File: src/hw/rtl/cma_pkg.sv
// Shared constants, width helpers and the front-end state type for the
// centered moving average core. No dependencies.
package cma_pkg;

  localparam int unsigned DEF_MAX_HALF_WINDOW = 16;
  localparam int unsigned DEF_SAMPLE_BITS     = 20;
  localparam int unsigned HALF_WINDOW_BITS    = 5;
  localparam int unsigned QUEUE_DEPTH         = 4;
  localparam int unsigned APB_ADDR_BITS       = 3;
  localparam int unsigned APB_DATA_BITS       = 32;

  // word index of the half-window register
  localparam logic [APB_ADDR_BITS-3:0] REG_HALF_WINDOW = '0;

  typedef enum logic {
    FRONT_RUN,
    FRONT_FLUSH
  } front_state_e;

  // running sum of up to 2*maxh+1 samples
  function automatic int unsigned sum_bits(int unsigned maxh, int unsigned sb);
    return sb + $clog2(2 * maxh + 1);
  endfunction

  // window length 2h+1, also the saturating bin count
  function automatic int unsigned div_bits(int unsigned maxh);
    return $clog2(2 * maxh + 2);
  endfunction

endpackage

File: src/hw/rtl/cma_front.sv
// Front end: takes bins, keeps the window and center delay lines and the
// running sum, and pushes dividend/divisor jobs. Depends on cma_pkg.
module cma_front import cma_pkg::*; #(
  parameter int unsigned MAX_HALF_WINDOW = DEF_MAX_HALF_WINDOW,
  parameter int unsigned SAMPLE_BITS     = DEF_SAMPLE_BITS,
  localparam int unsigned SumBits        = sum_bits(MAX_HALF_WINDOW, SAMPLE_BITS),
  localparam int unsigned CntBits        = div_bits(MAX_HALF_WINDOW)
) (
  input  logic                        clk_i,
  input  logic                        rst_ni,
  input  logic [HALF_WINDOW_BITS-1:0] half_window_i,
  input  logic                        in_valid_i,
  output logic                        in_ready_o,
  input  logic [SAMPLE_BITS-1:0]      sample_i,
  input  logic                        last_in_i,
  output logic                        push_o,
  output logic [SumBits-1:0]          push_dividend_o,
  output logic [CntBits-1:0]          push_divisor_o,
  output logic                        push_last_o,
  input  logic                        full_i
);

  localparam int unsigned FDepth   = 2 * MAX_HALF_WINDOW + 1;
  localparam int unsigned CDepth   = MAX_HALF_WINDOW;
  localparam int unsigned HBits    = $clog2(MAX_HALF_WINDOW + 1);
  localparam int unsigned FIdxBits = $clog2(FDepth);

  front_state_e state_q, state_d;

  logic [HBits-1:0]       active_h_q, fl_q;
  logic [SumBits-1:0]     sum_q;
  logic [CntBits-1:0]     seen_q;
  logic [SAMPLE_BITS-1:0] f_q [FDepth];
  logic [FDepth-1:0]      fv_q, fv_d;
  logic [SAMPLE_BITS-1:0] c_q [CDepth];
  logic [CDepth-1:0]      cv_q, cv_d;

  logic [HBits-1:0]       h_cfg, h_cur;
  logic [FIdxBits-1:0]    ins_f;
  logic [HBits-1:0]       ins_c;
  logic                   accept, flush_step, c_shift;
  logic [SAMPLE_BITS-1:0] old_val;
  logic [SumBits-1:0]     sum_new;
  logic [CntBits-1:0]     win;
  logic                   emit, pass;

  assign h_cfg = (32'(half_window_i) > MAX_HALF_WINDOW) ? HBits'(MAX_HALF_WINDOW)
                                                        : HBits'(half_window_i);
  assign h_cur = (state_q == FRONT_RUN && seen_q == '0) ? h_cfg : active_h_q;

  // insertion points so that each line's oldest entry sits at its far end
  assign ins_f = FIdxBits'(2 * MAX_HALF_WINDOW) - FIdxBits'({h_cur, 1'b0});
  assign ins_c = HBits'(MAX_HALF_WINDOW) - h_cur;

  assign in_ready_o = (state_q == FRONT_RUN) && !full_i;
  assign accept     = in_valid_i && in_ready_o;
  assign flush_step = (state_q == FRONT_FLUSH) && !full_i;
  assign c_shift    = accept || flush_step;

  assign old_val = fv_q[FDepth-1] ? f_q[FDepth-1] : '0;
  assign sum_new = sum_q - SumBits'(old_val) + SumBits'(sample_i);
  assign win     = CntBits'({h_cur, 1'b1});
  assign emit    = seen_q >= CntBits'(h_cur);
  assign pass    = seen_q < CntBits'({h_cur, 1'b0});

  always_comb begin
    state_d         = state_q;
    push_o          = 1'b0;
    push_dividend_o = SumBits'(c_q[CDepth-1]);
    push_divisor_o  = CntBits'(1);
    push_last_o     = 1'b0;
    case (state_q)
      FRONT_RUN: begin
        push_o = accept && emit;
        if (!pass) begin
          push_dividend_o = sum_new;
          push_divisor_o  = win;
        end
        push_last_o = last_in_i && (h_cur == '0);
        if (accept && last_in_i && h_cur != '0) begin
          state_d = FRONT_FLUSH;
        end
      end
      FRONT_FLUSH: begin
        push_o      = flush_step && cv_q[CDepth-1];
        push_last_o = (fl_q == HBits'(1));
        if (flush_step && fl_q == HBits'(1)) begin
          state_d = FRONT_RUN;
        end
      end
      default: begin
        state_d = FRONT_RUN;
      end
    endcase
  end

  always_comb begin
    fv_d = fv_q;
    if (accept) begin
      if (last_in_i) begin
        fv_d = '0;
      end else begin
        fv_d[0] = (ins_f == '0);
        for (int j = 1; j < FDepth; j++) begin
          fv_d[j] = (ins_f == FIdxBits'(j)) || fv_q[j-1];
        end
      end
    end
  end

  always_comb begin
    cv_d = cv_q;
    if (c_shift) begin
      cv_d[0] = accept && (ins_c == '0);
      for (int j = 1; j < CDepth; j++) begin
        cv_d[j] = (accept && ins_c == HBits'(j)) || cv_q[j-1];
      end
    end
  end

  always_ff @(posedge clk_i or negedge rst_ni) begin
    if (!rst_ni) begin
      state_q    <= FRONT_RUN;
      active_h_q <= '0;
      fl_q       <= '0;
      sum_q      <= '0;
      seen_q     <= '0;
      fv_q       <= '0;
      cv_q       <= '0;
    end else begin
      state_q <= state_d;
      fv_q    <= fv_d;
      cv_q    <= cv_d;
      if (accept) begin
        active_h_q <= h_cur;
        if (last_in_i) begin
          sum_q  <= '0;
          seen_q <= '0;
          fl_q   <= h_cur;
        end else begin
          sum_q <= sum_new;
          if (seen_q < win) begin
            seen_q <= seen_q + CntBits'(1);
          end
        end
      end else if (flush_step) begin
        fl_q <= fl_q - HBits'(1);
      end
    end
  end

  always_ff @(posedge clk_i) begin
    if (accept) begin
      f_q[0] <= sample_i;
      for (int j = 1; j < FDepth; j++) begin
        f_q[j] <= (ins_f == FIdxBits'(j)) ? sample_i : f_q[j-1];
      end
    end
  end

  always_ff @(posedge clk_i) begin
    if (c_shift) begin
      c_q[0] <= sample_i;
      for (int j = 1; j < CDepth; j++) begin
        c_q[j] <= (ins_c == HBits'(j)) ? sample_i : c_q[j-1];
      end
    end
  end

endmodule

File: src/hw/rtl/cma_queue.sv
// Small job queue between the front end and the divider pipeline.
// Depends on cma_pkg for the default depth.
module cma_queue import cma_pkg::*; #(
  parameter int unsigned WIDTH = 32,
  parameter int unsigned DEPTH = QUEUE_DEPTH
) (
  input  logic             clk_i,
  input  logic             rst_ni,
  input  logic             push_i,
  input  logic [WIDTH-1:0] push_data_i,
  output logic             full_o,
  input  logic             pop_i,
  output logic             valid_o,
  output logic [WIDTH-1:0] data_o
);

  localparam int unsigned PtrBits = $clog2(DEPTH);
  localparam int unsigned CntBits = $clog2(DEPTH + 1);

  logic [WIDTH-1:0]   mem_q [DEPTH];
  logic [PtrBits-1:0] wptr_q, rptr_q;
  logic [CntBits-1:0] cnt_q;
  logic               do_push, do_pop;

  assign full_o  = (cnt_q == CntBits'(DEPTH));
  assign valid_o = (cnt_q != '0);
  assign data_o  = mem_q[rptr_q];
  assign do_push = push_i && !full_o;
  assign do_pop  = pop_i && valid_o;

  always_ff @(posedge clk_i or negedge rst_ni) begin
    if (!rst_ni) begin
      wptr_q <= '0;
      rptr_q <= '0;
      cnt_q  <= '0;
    end else begin
      if (do_push) begin
        wptr_q <= (wptr_q == PtrBits'(DEPTH - 1)) ? '0 : wptr_q + PtrBits'(1);
      end
      if (do_pop) begin
        rptr_q <= (rptr_q == PtrBits'(DEPTH - 1)) ? '0 : rptr_q + PtrBits'(1);
      end
      if (do_push && !do_pop) begin
        cnt_q <= cnt_q + CntBits'(1);
      end else if (do_pop && !do_push) begin
        cnt_q <= cnt_q - CntBits'(1);
      end
    end
  end

  always_ff @(posedge clk_i) begin
    if (do_push) begin
      mem_q[wptr_q] <= push_data_i;
    end
  end

endmodule

File: src/hw/rtl/cma_divider.sv
// Back end: restoring divider, one quotient bit per pipeline stage, then an
// output register. Depends on cma_pkg for the width helpers.
module cma_divider import cma_pkg::*; #(
  parameter int unsigned MAX_HALF_WINDOW = DEF_MAX_HALF_WINDOW,
  parameter int unsigned SAMPLE_BITS     = DEF_SAMPLE_BITS,
  localparam int unsigned SumBits        = sum_bits(MAX_HALF_WINDOW, SAMPLE_BITS),
  localparam int unsigned DivBits        = div_bits(MAX_HALF_WINDOW)
) (
  input  logic                   clk_i,
  input  logic                   rst_ni,
  input  logic                   in_valid_i,
  output logic                   in_ready_o,
  input  logic [SumBits-1:0]     in_dividend_i,
  input  logic [DivBits-1:0]     in_divisor_i,
  input  logic                   in_last_i,
  output logic                   out_valid_o,
  input  logic                   out_ready_i,
  output logic [SAMPLE_BITS-1:0] value_o,
  output logic                   last_out_o
);

  localparam int unsigned Stages = SumBits;

  logic [Stages-1:0]  st_v_q;
  logic [DivBits-1:0] st_rem_q  [Stages];
  logic [DivBits-1:0] st_div_q  [Stages];
  logic [SumBits-1:0] st_qd_q   [Stages];
  logic               st_last_q [Stages];

  logic                   out_valid_q, out_last_q;
  logic [SAMPLE_BITS-1:0] out_value_q;
  logic                   adv;

  // whole pipeline moves together
  assign adv        = !out_valid_q || out_ready_i;
  assign in_ready_o = adv;

  for (genvar i = 0; i < Stages; i++) begin : g_stage
    logic               src_v, src_last, ge;
    logic [DivBits-1:0] src_rem, src_div, rem_n;
    logic [SumBits-1:0] src_qd;
    logic [DivBits:0]   trial, diff;

    if (i == 0) begin : g_first
      assign src_v    = in_valid_i;
      assign src_rem  = '0;
      assign src_div  = in_divisor_i;
      assign src_qd   = in_dividend_i;
      assign src_last = in_last_i;
    end else begin : g_next
      assign src_v    = st_v_q[i-1];
      assign src_rem  = st_rem_q[i-1];
      assign src_div  = st_div_q[i-1];
      assign src_qd   = st_qd_q[i-1];
      assign src_last = st_last_q[i-1];
    end

    assign trial = {src_rem, src_qd[SumBits-1]};
    assign diff  = trial - {1'b0, src_div};
    assign ge    = trial >= {1'b0, src_div};
    assign rem_n = ge ? diff[DivBits-1:0] : trial[DivBits-1:0];

    always_ff @(posedge clk_i or negedge rst_ni) begin
      if (!rst_ni) begin
        st_v_q[i] <= 1'b0;
      end else if (adv) begin
        st_v_q[i] <= src_v;
      end
    end

    always_ff @(posedge clk_i) begin
      if (adv) begin
        st_rem_q[i]  <= rem_n;
        st_div_q[i]  <= src_div;
        st_qd_q[i]   <= {src_qd[SumBits-2:0], ge};
        st_last_q[i] <= src_last;
      end
    end
  end

  always_ff @(posedge clk_i or negedge rst_ni) begin
    if (!rst_ni) begin
      out_valid_q <= 1'b0;
    end else if (adv) begin
      out_valid_q <= st_v_q[Stages-1];
    end
  end

  always_ff @(posedge clk_i) begin
    if (adv) begin
      out_value_q <= st_qd_q[Stages-1][SAMPLE_BITS-1:0];
      out_last_q  <= st_last_q[Stages-1];
    end
  end

  assign out_valid_o = out_valid_q;
  assign value_o     = out_value_q;
  assign last_out_o  = out_last_q;

endmodule

File: src/hw/rtl/centered_moving_average_core.sv
// Centered moving average core: APB register, front end, job queue and
// divider pipeline. Depends on cma_pkg, cma_front, cma_queue, cma_divider.
//
// Usage: bins enter on the in channel (sample_i, last_in_i marks the last
// bin of a track) and leave on the out channel in input order, same count,
// last_out_o on the final result of a track. Interior bins come out as the
// truncated mean of their 2h+1 centered neighbors; the first h and last h
// bins of a track, and every bin of a track of 2h bins or fewer, pass through.
// h comes from the half_window register (word 0, saturates at
// MAX_HALF_WINDOW) and is sampled on the first bin of each track.
// Throughput: one bin per cycle within a track while the job queue has room.
// The last bin of a track holds off the input while the center delay line
// drains, one held bin per cycle while the queue has room. A queued job
// passes the divider pipeline, one quotient bit per stage, then its output
// register; interior bins are held back h bins in the delay line before that.
// Reset clears the register to 0 and empties the lines, queue and pipeline.
// While a result waits and out_ready_i is low the divider pipeline holds; the
// four-entry queue keeps absorbing jobs, then in_ready_o drops until the output drains.
module centered_moving_average_core import cma_pkg::*; #(
  parameter int unsigned MAX_HALF_WINDOW = DEF_MAX_HALF_WINDOW,
  parameter int unsigned SAMPLE_BITS     = DEF_SAMPLE_BITS
) (
  input  logic                     clk_i,
  input  logic                     rst_ni,
  input  logic                     psel,
  input  logic                     penable,
  input  logic                     pwrite,
  input  logic [APB_ADDR_BITS-1:0] paddr,
  input  logic [APB_DATA_BITS-1:0] pwdata,
  output logic [APB_DATA_BITS-1:0] prdata,
  output logic                     pready,
  input  logic                     in_valid_i,
  output logic                     in_ready_o,
  input  logic [SAMPLE_BITS-1:0]   sample_i,
  input  logic                     last_in_i,
  output logic                     out_valid_o,
  input  logic                     out_ready_i,
  output logic [SAMPLE_BITS-1:0]   value_o,
  output logic                     last_out_o
);

  localparam int unsigned SumBits = sum_bits(MAX_HALF_WINDOW, SAMPLE_BITS);
  localparam int unsigned DivBits = div_bits(MAX_HALF_WINDOW);
  localparam int unsigned JobBits = SumBits + DivBits + 1;

  logic [HALF_WINDOW_BITS-1:0] half_window_q;
  logic                        reg_sel;

  logic               push, push_last, q_full, q_valid, q_pop;
  logic [SumBits-1:0] push_dividend;
  logic [DivBits-1:0] push_divisor;
  logic [JobBits-1:0] q_data;

  assign pready  = 1'b1;
  assign reg_sel = (paddr[APB_ADDR_BITS-1:2] == REG_HALF_WINDOW);
  assign prdata  = reg_sel ? APB_DATA_BITS'(half_window_q) : '0;

  always_ff @(posedge clk_i or negedge rst_ni) begin
    if (!rst_ni) begin
      half_window_q <= '0;
    end else if (psel && penable && pwrite && pready && reg_sel) begin
      half_window_q <= pwdata[HALF_WINDOW_BITS-1:0];
    end
  end

  cma_front #(
    .MAX_HALF_WINDOW(MAX_HALF_WINDOW),
    .SAMPLE_BITS    (SAMPLE_BITS)
  ) u_front (
    .clk_i          (clk_i),
    .rst_ni         (rst_ni),
    .half_window_i  (half_window_q),
    .in_valid_i     (in_valid_i),
    .in_ready_o     (in_ready_o),
    .sample_i       (sample_i),
    .last_in_i      (last_in_i),
    .push_o         (push),
    .push_dividend_o(push_dividend),
    .push_divisor_o (push_divisor),
    .push_last_o    (push_last),
    .full_i         (q_full)
  );

  cma_queue #(
    .WIDTH(JobBits),
    .DEPTH(QUEUE_DEPTH)
  ) u_queue (
    .clk_i      (clk_i),
    .rst_ni     (rst_ni),
    .push_i     (push),
    .push_data_i({push_dividend, push_divisor, push_last}),
    .full_o     (q_full),
    .pop_i      (q_pop),
    .valid_o    (q_valid),
    .data_o     (q_data)
  );

  cma_divider #(
    .MAX_HALF_WINDOW(MAX_HALF_WINDOW),
    .SAMPLE_BITS    (SAMPLE_BITS)
  ) u_divider (
    .clk_i        (clk_i),
    .rst_ni       (rst_ni),
    .in_valid_i   (q_valid),
    .in_ready_o   (q_pop),
    .in_dividend_i(q_data[JobBits-1:DivBits+1]),
    .in_divisor_i (q_data[DivBits:1]),
    .in_last_i    (q_data[0]),
    .out_valid_o  (out_valid_o),
    .out_ready_i  (out_ready_i),
    .value_o      (value_o),
    .last_out_o   (last_out_o)
  );

endmodule

File: config.mk
export PLATFORM = sky130hd
export DESIGN_NAME = centered_moving_average_core
export DESIGN_NICKNAME = d
export VERILOG_FILES = /design/src/hw/rtl/cma_pkg.sv /design/src/hw/rtl/cma_front.sv /design/src/hw/rtl/cma_queue.sv /design/src/hw/rtl/cma_divider.sv /design/src/hw/rtl/centered_moving_average_core.sv
export SDC_FILE = /design/constraint.sdc
export NUM_CORES = 2
export LEC_CHECK = 0
export ABC_AREA = 1
export BUFFER_PORTS_ARGS = -buffer_cell sky130_fd_sc_hd__buf_2
export CELL_PAD_IN_SITES_DETAIL_PLACEMENT = 1
export CELL_PAD_IN_SITES_GLOBAL_PLACEMENT = 1
export CORE_MARGIN = 8
export CORE_UTILIZATION = 50
export CTS_CLUSTER_DIAMETER = 80
export CTS_CLUSTER_SIZE = 20
export DETAILED_ROUTE_END_ITERATION = 8
export PLACE_DENSITY_LB_ADDON = 0.1
export SLEW_MARGIN = 20
export SYNTH_ARGS = -nofsm -noshare
export SYNTH_HDL_FRONTEND = slang
export SYNTH_SLANG_ARGS = --single-unit
File: constraint.sdc
create_clock -name clk_i -period 60.2 [get_ports clk_i]
set_input_delay 6.02 -clock clk_i [delete_from_list [all_inputs] [get_ports clk_i]]
set_output_delay 6.02 -clock clk_i [all_outputs]
set_load 0.01 [all_outputs]
== Yosys cells after proc, flatten, opt, wreduce, memory -nomap -nowiden ==
Memory sizes are Yosys's and may differ from the RTL's. A register that Yosys moved wholly into a read port is not among the register bits.
Index checks and enable logic that the tools add are counted.
Word-level totals
  register bits after elaboration: 131
  bits in writable memories: 2126
  word-level logic and storage cells: 367
  memories: 7
Cells by class
  multiplexer cells: 105
  add/subtract/negate cells: 36
  bitwise logic cells: 2
  reductions and logical operators: 97
  equality and inequality tests: 52
  order comparisons: 30
Memory list
  u_divider.st_qd_q: depth 26, bits a word 26, rd ports 26, clocked after memory_dff 1, write ports 26, line cma_divider.sv:27  | logic [SumBits-1:0] st_qd_q [Stages];
  u_front.f_q: depth 33, bits a word 20, rd ports 33, clocked after memory_dff 0, write ports 33, line cma_front.sv:33  | logic [SAMPLE_BITS-1:0] f_q [FDepth];
  u_front.c_q: depth 16, bits a word 20, rd ports 16, clocked after memory_dff 0, write ports 16, line cma_front.sv:35  | logic [SAMPLE_BITS-1:0] c_q [CDepth];
  u_divider.st_div_q: depth 26, bits a word 6, rd ports 25, clocked after memory_dff 0, write ports 26, line cma_divider.sv:26  | logic [DivBits-1:0] st_div_q [Stages];
  u_divider.st_rem_q: depth 26, bits a word 6, rd ports 25, clocked after memory_dff 0, write ports 26, line cma_divider.sv:25  | logic [DivBits-1:0] st_rem_q [Stages];
  u_queue.mem_q: depth 4, bits a word 33, rd ports 1, clocked after memory_dff 0, write ports 1, line cma_queue.sv:20  | logic [WIDTH-1:0] mem_q [DEPTH];
  +1 memories
Operators with widths (count)
  $mux W20: 48
  $mux W6: 30
  $ge A7 B6 Y1: 25
  $sub A6 B6 Y6: 25
  $eq A6 B5 Y1 const B: 16
  $mux W26: 3
  $logic_or A1 B1 Y1: 49
  $eq A6 B4 Y1 const B: 8
  $eq A5 B4 Y1 const B: 8
  $logic_and A1 B1 Y1: 33
  $mux W33: 1
  $mux W5: 6
  $add A26 B20 Y26: 1
  $sub A26 B20 Y26: 1
  $eq A6 B3 Y1 const B: 4
  $eq A5 B3 Y1 const B: 4
  $eq A6 B2 Y1 const B: 2
  $logic_not A6 Y1: 2
  $lt A6 B6 Y1: 2
  $eq A5 B1 Y1 const B: 2
  $eq A5 B2 Y1 const B: 2
  $logic_not A5 Y1: 2
  $mux W1: 10
  $add A6 B1 Y6 const B: 1
  other kinds (24): 37

== Logic depth before layout (Yosys ltp) ==
  word-level depth: 11
  gate-level depth with buffers: 24
  gate-level depth less buffers: 24

== Hierarchy ==
From an unflattened synthesis, not the netlist that was laid out.
Second synthesis, totals
  cells, all modules: 6963
  area total of the unflattened synthesis: 87627.8 um^2
Modules (own cells, without submodules)
  cma_front: instances 1, area an instance 43271.5 um^2, cells each 3668
  cma_divider: instances 1, area an instance 37942.6 um^2, cells each 2785
  cma_queue: instances 1, area an instance 5936.9 um^2, cells each 445
  centered_moving_average_core: instances 1, area an instance 476.7 um^2, cells each 65

== Worst setup path before layout ==
No wires, ideal clock.
  kind: input to register
  from: input port out_ready_i
  to: register u_divider.out_last_q (netlist: u_divider.last_out_o) (read register of u_divider.st_last_q), enable pin
  library setup time: 1.553 ns
  stages: 3
  data required time: 58.647 ns
  arrival: 29.466 ns
  path buffers: 1
  path slack: 29.181 ns
  path through: nor2_1 -> clkinv_1 -> clkbuf_1
Between the ends
  cells in the longest elaborated chain, start to end: 1
RTL lines
  start, declared: line centered_moving_average_core.sv:37  | input logic out_ready_i,
  $logic_or A1 B1 Y1: line cma_divider.sv:35  | assign adv = !out_valid_q || out_ready_i;
  net q_pop: line centered_moving_average_core.sv:49  | logic push, push_last, q_full, q_valid, q_pop;
  end, declared: line cma_divider.sv:30  | logic out_valid_q, out_last_q;
The timed path passes the listed nets, and every way through them passes these cells.
A chain may end at the register's enable or synchronous reset.

== Worst setup path after layout ==
  from: input port paddr[2]
  to: output port prdata[3]
Between the ends
  cells in the longest elaborated chain, start to end: 1
RTL lines
  start, declared: line centered_moving_average_core.sv:28  | input logic [APB_ADDR_BITS-1:0] paddr,
  $mux W5: line centered_moving_average_core.sv:56  | assign prdata = reg_sel ? APB_DATA_BITS'(half_window_q) : '0;
  end, declared: line centered_moving_average_core.sv:30  | output logic [APB_DATA_BITS-1:0] prdata,
No other way between the ends.

==> impl_table.tex <==
\begin{tabular}{lr}
\hline
Metric & Value \\
\hline
\multicolumn{2}{l}{\textbf{Run status}} \\
\quad Status & complete, no violations \\
\multicolumn{2}{l}{\textbf{Synth}} \\
\quad Area contributors post-synth & sky130\_fd\_sc\_hd\_\_edfxtp\_1, sky130\_fd\_sc\_hd\_\_nand2\_1, sky130\_fd\_sc\_hd\_\_dfrtp\_1 \\
\quad Count of synthesis-stage warnings from yosys & 0 \\
\quad Total of flip-flops plus latches after synthesis & approximately 2,100 \\
\quad Mean post-synth cell area & about 14 um\^{}2 \\
\quad Seq/Total Area, Yosys & about three quarters \\
\quad Cell area after synthesis & around 0.082 mm\^{}2 \\
\quad Post-synthesis cell count & just over 6,000 \\
\quad Number of flops mapped to enable cells by yosys & between 1,500 and 2,000 \\
\quad Most frequently used flop master after synthesis & sky130\_fd\_sc\_hd\_\_edfxtp\_1 \\
\quad Async S/R FF share, synth & $\sim$6.3\% \\
\quad Area fraction of the dominant cell type after synthesis & a little under three quarters \\
\quad Post-synth top area cell & sky130\_fd\_sc\_hd\_\_edfxtp\_1 \\
\quad Post-synthesis cell type count & 46 \\
\multicolumn{2}{l}{\textbf{Power and ir drop}} \\
\quad Worst IR drop on VDD & between 0.09 and 0.1 mV \\
\quad Portion of total power attributed to combinational logic & 31.2\% \\
\quad Net Sw Frac & about a third \\
\quad Power spent charging and discharging nets & approximately 1.8 mW \\
\quad Static Leakage & 34.4 nW \\
\quad Proportion of power drawn by the clock network & between 10\% and 20\% \\
\quad P per Cell Area & a little under 60 mW/mm\^{}2 \\
\quad Int Pwr & roughly 3.4 mW \\
\quad PnR Total Power & between 5 and 6 mW \\
\quad Sequential Power Share & between 50\% and 60\% \\
\multicolumn{2}{l}{\textbf{Critical path}} \\
\quad Setup crit end kind & output pin \\
\quad Worst R2R Start & u\_front.seen\_q[1]\$\_DFFE\_PN0P\_ \\
\quad Required time of the critical path & 54.18 ns \\
\quad CP Capture Point & prdata[3] \\
\quad Depth of the worst register-to-register path & 16 \\
\quad Critical R2R Capture & u\_front.f\_q[1][121]\$\_DFFE\_PP\_ \\
\quad Register-to-register setup slack & $\sim$55 ns \\
\quad Timing startpoint of the critical path & paddr[2] \\
\quad Crit Path Class & primary input to output pin \\
\quad Data arrival time of the critical path & between 6 and 7 ns \\
\quad Worst Path Max Fanout & 6 \\
\quad Startpoint types & primary input \\
\multicolumn{2}{l}{\textbf{Floorplan}} \\
\quad DIE WIDTH & roughly 420 um \\
\quad Effective utilization at floorplan & about half \\
\quad Site row count & around 150 \\
\quad Top-level port count & approximately 120 \\
\quad Die footprint & roughly 0.18 mm\^{}2 \\
\quad Area of the core & 0.164 mm\^{}2 \\
\quad Y dimension of the die & roughly 420 um \\
\multicolumn{2}{l}{\textbf{Timing}} \\
\quad Maximum frequency from static timing analysis & between 80 and 90 MHz \\
\quad Slew Limit Fails & 0 \\
\quad Final worst hold slack & 0.416 ns \\
\quad Setup violators final & 0 \\
\quad Sum of negative setup slack & 0 ns \\
\quad Post-route clock period utilization & between 20\% and 30\% \\
\quad Final worst clock skew & 0.0316 ns \\
\quad RSZ-0062 raised after global routing & no \\
\quad Minimum clock period after layout & $\sim$12 ns \\
\quad Final hold violation count & 0 \\
\quad Worst rel slew slack & 28.5\% \\
\quad Slew @ Worst Pin & roughly 1.1 ns \\
\quad PnR worst setup slack & around 48 ns \\
\multicolumn{2}{l}{\textbf{Clocking}} \\
\quad Hold-fix buffers at CTS & 0 \\
\quad H-tree depth & 4 \\
\quad TritonCTS sink count & roughly 2,100 \\
\quad Number of clock buffers inserted by TritonCTS & 130 \\
\quad Worst skew pair latency & roughly 0.8 ns \\
\quad Clock-pin slew reported for the worst setup and hold paths after clock tree synthesis & around 0.080 ns \\
\quad CTS Buffer Depth & 3 \\
\quad Post-CTS setup buffer count & 0 \\
\quad CTS root buffer & sky130\_fd\_sc\_hd\_\_clkbuf\_16 \\
\quad Clock tree from TritonCTS & built \\
\quad Post-CTS Resized & 0 \\
\multicolumn{2}{l}{\textbf{Global route}} \\
\quad Number of antenna violations at the first check in global routing & 1 \\
\quad Maximum number of pins on one net before global-route repair & $\sim$180 \\
\quad Total global-route track usage & 17.7\% \\
\quad Congestion Overflow GR & 0 \\
\quad First-pass GRT wire length & between 200 and 300 mm \\
\quad Number of global-route vias before repair & 47,700 \\
\multicolumn{2}{l}{\textbf{Place}} \\
\quad Detailed placement HPWL & between 90 and 100 mm \\
\quad Inst Count DP & 8,121 \\
\quad Placed cell areas & roughly 0.085 mm\^{}2 \\
\quad Worst slack after detailed placement & approximately 48 ns \\
\quad PortBufs & 61 \\
\quad GP Congestion & slightly above 0.8 \\
\multicolumn{2}{l}{\textbf{Cells and area}} \\
\quad Top library cells by usage in the layout, fill and taps aside & sky130\_fd\_sc\_hd\_\_edfxtp\_1, sky130\_fd\_sc\_hd\_\_nand2\_1, sky130\_fd\_sc\_hd\_\_o21ai\_0, sky130\_fd\_sc\_hd\_\_inv\_1, sky130\_fd\_sc\_hd\_\_nor2\_1 \\
\quad Area grow syn2layout & 7.90\% \\
\quad Layout Utilization & between 50\% and 60\% \\
\quad Cell area after layout & about 0.089 mm\^{}2 \\
\quad Total number of nets in the final design & 6,368 \\
\quad Most common cell after layout, fill and taps aside & sky130\_fd\_sc\_hd\_\_edfxtp\_1 \\
\quad Proportion of layout cells with a drive suffix above 1 & 5.66\% \\
\quad Finished Layout Cells & 8,320 \\
\multicolumn{2}{l}{\textbf{Flow run}} \\
\quad Count of maximum capacitance violations & 0 \\
\multicolumn{2}{l}{\textbf{Detailed routing}} \\
\quad Per-cell routed wire length & around 19 um \\
\quad Drt drc & 0 \\
\quad Router iterations before antenna repair & 6 \\
\quad Via count & 44,500 \\
\quad Detailed-route wire length & between 150 and 200 mm \\
\quad Detailed-route vias per instance & between 5 and 6 \\
\quad Post-route antenna net violation count & 0 \\
\quad First-iteration detailed-routing DRC count & around 3,300 \\
\multicolumn{2}{l}{\textbf{Min path}} \\
\quad HP Class & flip-flop to flip-flop \\
\quad Worst Hold Path Cells & 0 \\
\hline
\end{tabular}
==> registers in the layout, summed over array words and instances (netlist names), 6 cells and up <==
name                     cells
u_queue.mem_q              128
u_front.fv_q                33
u_divider.value_o           20
u_divider.g_stage.src_v     25
u_front.cv_q                16
u_front.f_q                660
u_divider.st_rem_q         150
u_divider.st_last_q         26
u_front.seen_q               6
u_divider.st_div_q         125
u_front.c_q                320
u_divider.st_qd_q          535
u_front.sum_q               26
==> synth_stat cells (14+ instances only) <==
cell type	number
sky130_fd_sc_hd__nand4_1	21
sky130_fd_sc_hd__dfrtp_1	131
sky130_fd_sc_hd__nor2_1	255
sky130_fd_sc_hd__fa_1	45
sky130_fd_sc_hd__edfxtp_1	1965
sky130_fd_sc_hd__xnor2_1	68
sky130_fd_sc_hd__buf_4	36
sky130_fd_sc_hd__nand2_1	1485
sky130_fd_sc_hd__nor3_1	14
sky130_fd_sc_hd__clkbuf_1	151
sky130_fd_sc_hd__o21ai_0	546
sky130_fd_sc_hd__xor2_1	77
sky130_fd_sc_hd__buf_2	60
sky130_fd_sc_hd__nand3_1	130
sky130_fd_sc_hd__o21ai_1	68
sky130_fd_sc_hd__ha_1	194
sky130_fd_sc_hd__o22ai_1	44
sky130_fd_sc_hd__a21oi_1	219
sky130_fd_sc_hd__inv_1	377
sky130_fd_sc_hd__o211ai_1	17
sky130_fd_sc_hd__o21bai_1	34
==> layout make-up <==
type | instances | area [um^2]
diodes | 2 | 5.00
clock buffers | 154 | 3340
clock inverters | 41 | 586
fillers | 16100 | 75500
inverters | 390 | 1490
multi-input cells | 3328 | 17700
flip-flops and latches | 2096 | 62300
well taps | 2189 | 2740
repair buffers | 120 | 830
==> worst min path at each step <==
stage | from | end | slack, ns
final | u_divider.st_qd_q[2][9]$_DFFE_PP_ | u_divider.st_qd_q[3][10]$_DFFE_PP_ | 0.42
after global routing | u_front.f_q[0][46]$_DFFE_PP_ | u_front.f_q[0][66]$_DFFE_PP_ | 0.42
after CTS | u_front.f_q[0][46]$_DFFE_PP_ | u_front.f_q[0][66]$_DFFE_PP_ | 0.41
after detailed placement | u_divider.st_qd_q[10][12]$_DFFE_PP_ | u_divider.st_qd_q[11][13]$_DFFE_PP_ | 0.41
after global placement | u_divider.st_qd_q[23][0]$_DFFE_PP_ | u_divider.st_qd_q[24][1]$_DFFE_PP_ | 0.40
after floorplan | u_divider.st_last_q[25]$_DFFE_PP_ | u_divider.last_out_o$_DFFE_PP_ | 0.40
==> power by group through the flow <==
stage	logic, mW	registers [mW]	clock network [mW]
after floorplan	1.17	2.85	0
after global placement	1.55	2.65	0
after detailed placement	1.63	2.68	0
after CTS	1.64	2.66	0.942
after global routing	1.84	2.71	0.980
final	1.61	2.64	0.907
==> metal layers <==
| layer | vias to the layer above | global-route usage [%] | share of wire (%) |
|---|---|---|---|
| li1 | 21100 | - | - |
| met1 | 22600 | 23.2 | 45 |
| met2 | 537 | 31.1 | 50 |
| met3 | 201 | 2.67 | 3.1 |
| met4 | 0 | 4.53 | 2.1 |
| met5 | - | 0 | 0 |
==> worst max-delay path, stage by stage <==
cell and delay [ns]:
sky130_fd_sc_hd__buf_2 0.13, sky130_fd_sc_hd__nor2_1 0.10, sky130_fd_sc_hd__buf_2 0.14
==> logic make-up after synthesis <==
group | synth area share, %
AND/OR/NAND/NOR | 9.36
buffers and inverters | 3.26
AO/OA/AOI/OAI | 6.25
multiplexers | 0.0137
adder cells (fa/ha/maj) | 4.04
XOR/XNOR | 1.54
flip-flops | 75.5
other | 0.00911
Note: power is estimated with default switching activity, not from simulation.
